File: src/rtl/core/cse_pkg.sv
// Shared types and codes for the counting sort engine.
package cse_pkg;

  // Input command codes
  localparam logic CMD_ADD  = 1'b0;
  localparam logic CMD_TAKE = 1'b1;

  // Configuration register indexes
  localparam int unsigned CFG_IDX_W = 1;
  localparam logic [CFG_IDX_W-1:0] REG_VALUE_BASE  = 1'b0;
  localparam logic [CFG_IDX_W-1:0] REG_BUCKET_SPAN = 1'b1;

  localparam int unsigned CFG_DATA_W = 16;
  localparam int unsigned VALUE_W    = 16;
  localparam int unsigned SPAN_W     = 11;
  localparam logic [SPAN_W-1:0] SPAN_RESET = 11'd1024;

  typedef struct packed {
    logic                      command;
    logic signed [VALUE_W-1:0] value;
  } cse_in_t;

  typedef struct packed {
    logic signed [VALUE_W-1:0] sorted_value;
    logic                      valid_res;
    logic                      out_of_range;
    logic                      done_res;
  } cse_out_t;

  typedef enum logic [2:0] {
    ST_CLEAR,
    ST_IDLE,
    ST_ADD_UPD,
    ST_SCAN,
    ST_RESP_OOR,
    ST_RESP_EMPTY
  } cse_state_t;

  // Controller to datapath
  typedef struct packed {
    logic clr_step;     // write zero at clear counter, advance
    logic add_start;    // read bucket of incoming value
    logic take_start;   // read bucket at scan position
    logic scan_step;    // read next bucket of the scan
    logic add_commit;   // bump bucket (or flag saturation), load result
    logic take_commit;  // decrement hit bucket, load result
    logic resp_oor;     // load out-of-range result
    logic resp_empty;   // load empty-take result
  } cse_ctrl_t;

  // Datapath to controller
  typedef struct packed {
    logic cmd_take;     // incoming beat is a take
    logic in_range;     // incoming value maps to a bucket in span
    logic rem_zero;     // no counted values held
    logic hit;          // registered bucket read is non-zero
    logic clr_last;     // clear counter at last bucket
    logic out_free;     // result register can be loaded this cycle
  } cse_stat_t;

endpackage

File: src/rtl/core/cse_ctrl.sv
// Sequencer for clearing, add and take operations of the counting sort engine.
module cse_ctrl (
  input  logic              clk,
  input  logic              rst_n,
  input  logic              in_valid,
  output logic              in_ready,
  input  cse_pkg::cse_stat_t stat_i,
  output cse_pkg::cse_ctrl_t ctrl_o
);

  cse_pkg::cse_state_t state_r, state_nxt;

  always_ff @(posedge clk) begin
    if (!rst_n) begin
      state_r <= cse_pkg::ST_CLEAR;
    end else begin
      state_r <= state_nxt;
    end
  end

  always_comb begin
    state_nxt = state_r;
    ctrl_o    = '0;
    in_ready  = 1'b0;
    unique case (state_r)
      cse_pkg::ST_CLEAR: begin
        ctrl_o.clr_step = 1'b1;
        if (stat_i.clr_last) begin
          state_nxt = cse_pkg::ST_IDLE;
        end
      end
      cse_pkg::ST_IDLE: begin
        in_ready = 1'b1;
        if (in_valid) begin
          if (stat_i.cmd_take) begin
            if (stat_i.rem_zero) begin
              state_nxt = cse_pkg::ST_RESP_EMPTY;
            end else begin
              ctrl_o.take_start = 1'b1;
              state_nxt         = cse_pkg::ST_SCAN;
            end
          end else if (stat_i.in_range) begin
            ctrl_o.add_start = 1'b1;
            state_nxt        = cse_pkg::ST_ADD_UPD;
          end else begin
            state_nxt = cse_pkg::ST_RESP_OOR;
          end
        end
      end
      cse_pkg::ST_ADD_UPD: begin
        if (stat_i.out_free) begin
          ctrl_o.add_commit = 1'b1;
          state_nxt         = cse_pkg::ST_IDLE;
        end
      end
      cse_pkg::ST_SCAN: begin
        // Hit data stays in the read register while the result slot is busy.
        if (stat_i.hit) begin
          if (stat_i.out_free) begin
            ctrl_o.take_commit = 1'b1;
            state_nxt          = cse_pkg::ST_IDLE;
          end
        end else begin
          ctrl_o.scan_step = 1'b1;
        end
      end
      cse_pkg::ST_RESP_OOR: begin
        if (stat_i.out_free) begin
          ctrl_o.resp_oor = 1'b1;
          state_nxt       = cse_pkg::ST_IDLE;
        end
      end
      cse_pkg::ST_RESP_EMPTY: begin
        if (stat_i.out_free) begin
          ctrl_o.resp_empty = 1'b1;
          state_nxt         = cse_pkg::ST_IDLE;
        end
      end
      default: begin
        state_nxt = cse_pkg::ST_IDLE;
      end
    endcase
  end

endmodule

File: config.mk
export PLATFORM = sky130hd
export DESIGN_NAME = cse_ctrl
export DESIGN_NICKNAME = d
export VERILOG_FILES = /design/src/rtl/core/cse_pkg.sv /design/src/rtl/core/cse_ctrl.sv
export SDC_FILE = /design/constraint.sdc
export NUM_CORES = 1
export LEC_CHECK = 0
export BUFFER_PORTS_ARGS = -buffer_cell sky130_fd_sc_hd__buf_2
export CAP_MARGIN = 20
export CORE_AREA = 2 2 39 41
export DETAILED_ROUTE_END_ITERATION = 16
export DIE_AREA = 0 0 41 43
export MAX_ROUTING_LAYER = met4
export PLACE_DENSITY = 0.51
export SLEW_MARGIN = 20
export SYNTH_ARGS = -nofsm -noshare
export SYNTH_HDL_FRONTEND = slang
export SYNTH_SLANG_ARGS = --single-unit
File: constraint.sdc
create_clock -name clk -period 3.5 [get_ports clk]
set_input_delay 0.35 -clock clk [delete_from_list [all_inputs] [get_ports clk]]
set_output_delay 0.35 -clock clk [all_outputs]
set_load 0.05 [all_outputs]
==> results by group <==
Run status
  – Status: finished clean

Worst setup path
  – CP endpoint kind: output port
  – Critical path type: reg -> out
  – Startpoint class of the critical path: flop
  – Crit path arrival time: about 1600 ps
  – Required time worst endpoint: about 3200 ps
  – Crit Path Max Fanout: 10

STA
  – Setup tns final: 0 ps
  – Final Max Slew Viols: 0
  – Final min period: around 2000 ps
  – Final Hold Vio Count: 0
  – RSZ-0062 raised after global routing: no
  – Slew HR: 73.0%
  – Worst slew pin tran: between 400 and 500 ps
  – Clock skew: just under 4 ps
  – Highest Clock Rate: approximately 500 MHz
  – Final period util: 56.9%
  – # setup viols final: 0

Die
  – Full die area: approximately 0.0018 mm2
  – IO Pins: 18
  – CORE AREA: between 0.001 and 0.0015 mm2
  – Chip height: roughly 43 um
  – Die X: between 40 and 50 um
  – Starting Density: around 22%
  – Site row count: 14

Power and ir drop
  – Comb pwr share: a little under half
  – Worst IR drop on VDD: 0.143 mV
  – Net Sw Frac: ~45%
  – Internal power consumption: between 100 and 150 uW
  – Clock power frac: a little over a quarter
  – Power per cell area: around 530 mW/mm2
  – P_sw: 98.0 uW
  – Share of power burned in registers: 25.2%
  – Leak pwr: about 0.00019 uW

Routing
  – Drt wl/cell: 9.38 um
  – Final wirelength: about 650 um
  – Via count: 312
  – Drt drc: 0
  – Detail Route met3 WL: approximately 57 um
  – Met1 wire length: 289 um
  – Top sig layer: met3
  – First-pass iteration count of the detailed router: 4
  – Post-route antenna net violation count: 0
  – Metal2 WL: 299 um
  – Vias/cell: approximately 4.5
  – DR iter-0 viols: 6

Cells and area
  – Max FFs per register: 3
  – Layout area overhead: 33.6%
  – N_diodes: 0
  – Largest registers: state_r: 3 flops
  – Final instance area: slightly above 400 um2
  – Share of cells above drive strength 1: between 40% and 50%
  – Nets@finish: between 60 and 70
  – Most common cell after layout, fill and taps aside: buf_2
  – Most flops, register: state_r
  – Most frequent cells in the layout: buf_2 (17), nand2_1 (6), mux2i_1 (4)

Clock tree
  – Bufs on Longest Clock Path: 2
  – H-Tree Depth: 1
  – Post-CTS setup buffers: 0
  – Clock root buffer: clkbuf_4
  – # hold bufs at CTS: 0
  – CTS Buf Count: 3
  – Worst-Skew Late Latency: ~230 ps
  – Post-CTS Resized: 0
  – CTS tree: yes
  – Clk pin slew, worst setup/hold paths: roughly 40 ps
  – Sink Count: 3

Synth
  – Top FF cell, synth: dfxtp_1
  – Syn Nets: 44
  – Synth Register Bits: 3
  – Netlist Area Pre-Place: between 300 and 400 um2
  – Count of different cell masters after synthesis: 19
  – Avg Cell Area, Syn: slightly below 9 um2
  – Post-synth top area share: approximately a fifth
  – Mapped Cells: 35
  – Synth top area cells: dfxtp_1 (19%), mux2i_1 (13%), nor4bb_1 (9.7%)
  – Post-synth ARST share: 0%
  – Leading area contributor after synthesis: dfxtp_1
  – Seq/Total Area, Yosys: 19.4%
  – Synth Warn #: 0
  – Post-synth EDFFs: 0

Global routing
  – Initial antenna violation count: 0
  – Global-route usage over all layers: under 10%
  – Vias in the first global route: 260
  – Grt ovf: 0
  – First-pass GRT wire length: ~990 um
  – Largest net degree at the start of global routing: 11

Placement
  – PortBufs: 17
  – Post-DP HPWL: roughly 480 um
  – GP Congestion: about 0.7
  – Cell Area, Placed: a little under 400 um2

Min path
  – Worst Hold Class: in -> reg

Job
  – Max cap viols: 0
per-stage QoR:
| step | std cells | total power, uW | utilization (%) | worst slack (ps) | hold slack (ps) |
|---|---|---|---|---|---|
| detailed placement | 65 | 162 | 27.9 | 1750 | 585 |
| CTS | 69 | 224 | 29.8 | 1490 | 420 |
| global route | 69 | 235 | 29.8 | 1390 | 429 |
| finish | 69 | 220 | 29.8 | 1510 | 423 |
| global placement | 65 | 161 | 27.9 | 1790 | 586 |
| floorplan | 35 | 148 | - | 1150 | 499 |
power groups by stage:
stage	Sequential, uW	Combinational (uW)	Clock [uW]
after floorplan	42.3	106	0
after global placement	56.0	105	0
after detailed placement	56.2	106	0
after CTS	55.7	106	61.9
after global routing	56.8	112	66.3
final	55.5	105	59.6
cell type report:
type | count | area (um2)
flip-flops and latches | 3 | 60.1
clock buffers | 4 | 26.3
repair buffers | 17 | 85.1
well taps | 16 | 20.0
inverters | 1 | 3.75
multi-input cells | 28 | 218
fillers | 148 | 971
layer usage:
| layer | global-route usage, % | vias to the layer above |
|---|---|---|
| li1 | - | 161 |
| met4 | 6.00 | 0 |
| met3 | 3.14 | 0 |
| met1 | 9.27 | 135 |
| met5 | - | - |
| met2 | 11.9 | 16 |
worst paths after layout:
path | to | slack, ps | depth (start not counted) | startpoint
setup / recovery | ctrl_o[6] | 1510 | 4 | state_r[0]
hold / removal | state_r[0] | 420 | 3 | rst_n
setup reg to reg | state_r[2] | 2170 | 4 | state_r[0]
hold reg to reg | state_r[0] | 590 | 2 | state_r[0]
worst max-delay path, cell delays in order (launching register included):
cell	delay, ps
dfxtp_1	490
nor3b_4	320
nand2_1	150
nor3b_2	180
buf_2	270
logic make-up after synthesis:
family	count (synthesis)	share of synthesized area, %
buffers and inverters	4	10.1
AO/OA/AOI/OAI	5	12.6
multiplexers	4	13.0
flip-flops	3	19.4
AND/OR/NAND/NOR	19	44.9
synth_stat cells, types with 2 or more instances:
master / count
nor3_1: 2
o21ai_0: 2
nor3b_2: 2
nand2_1: 6
buf_6: 2
nor4bb_1: 3
dfxtp_1: 3
mux2i_1: 4
Power figures use the tool's default switching activity.
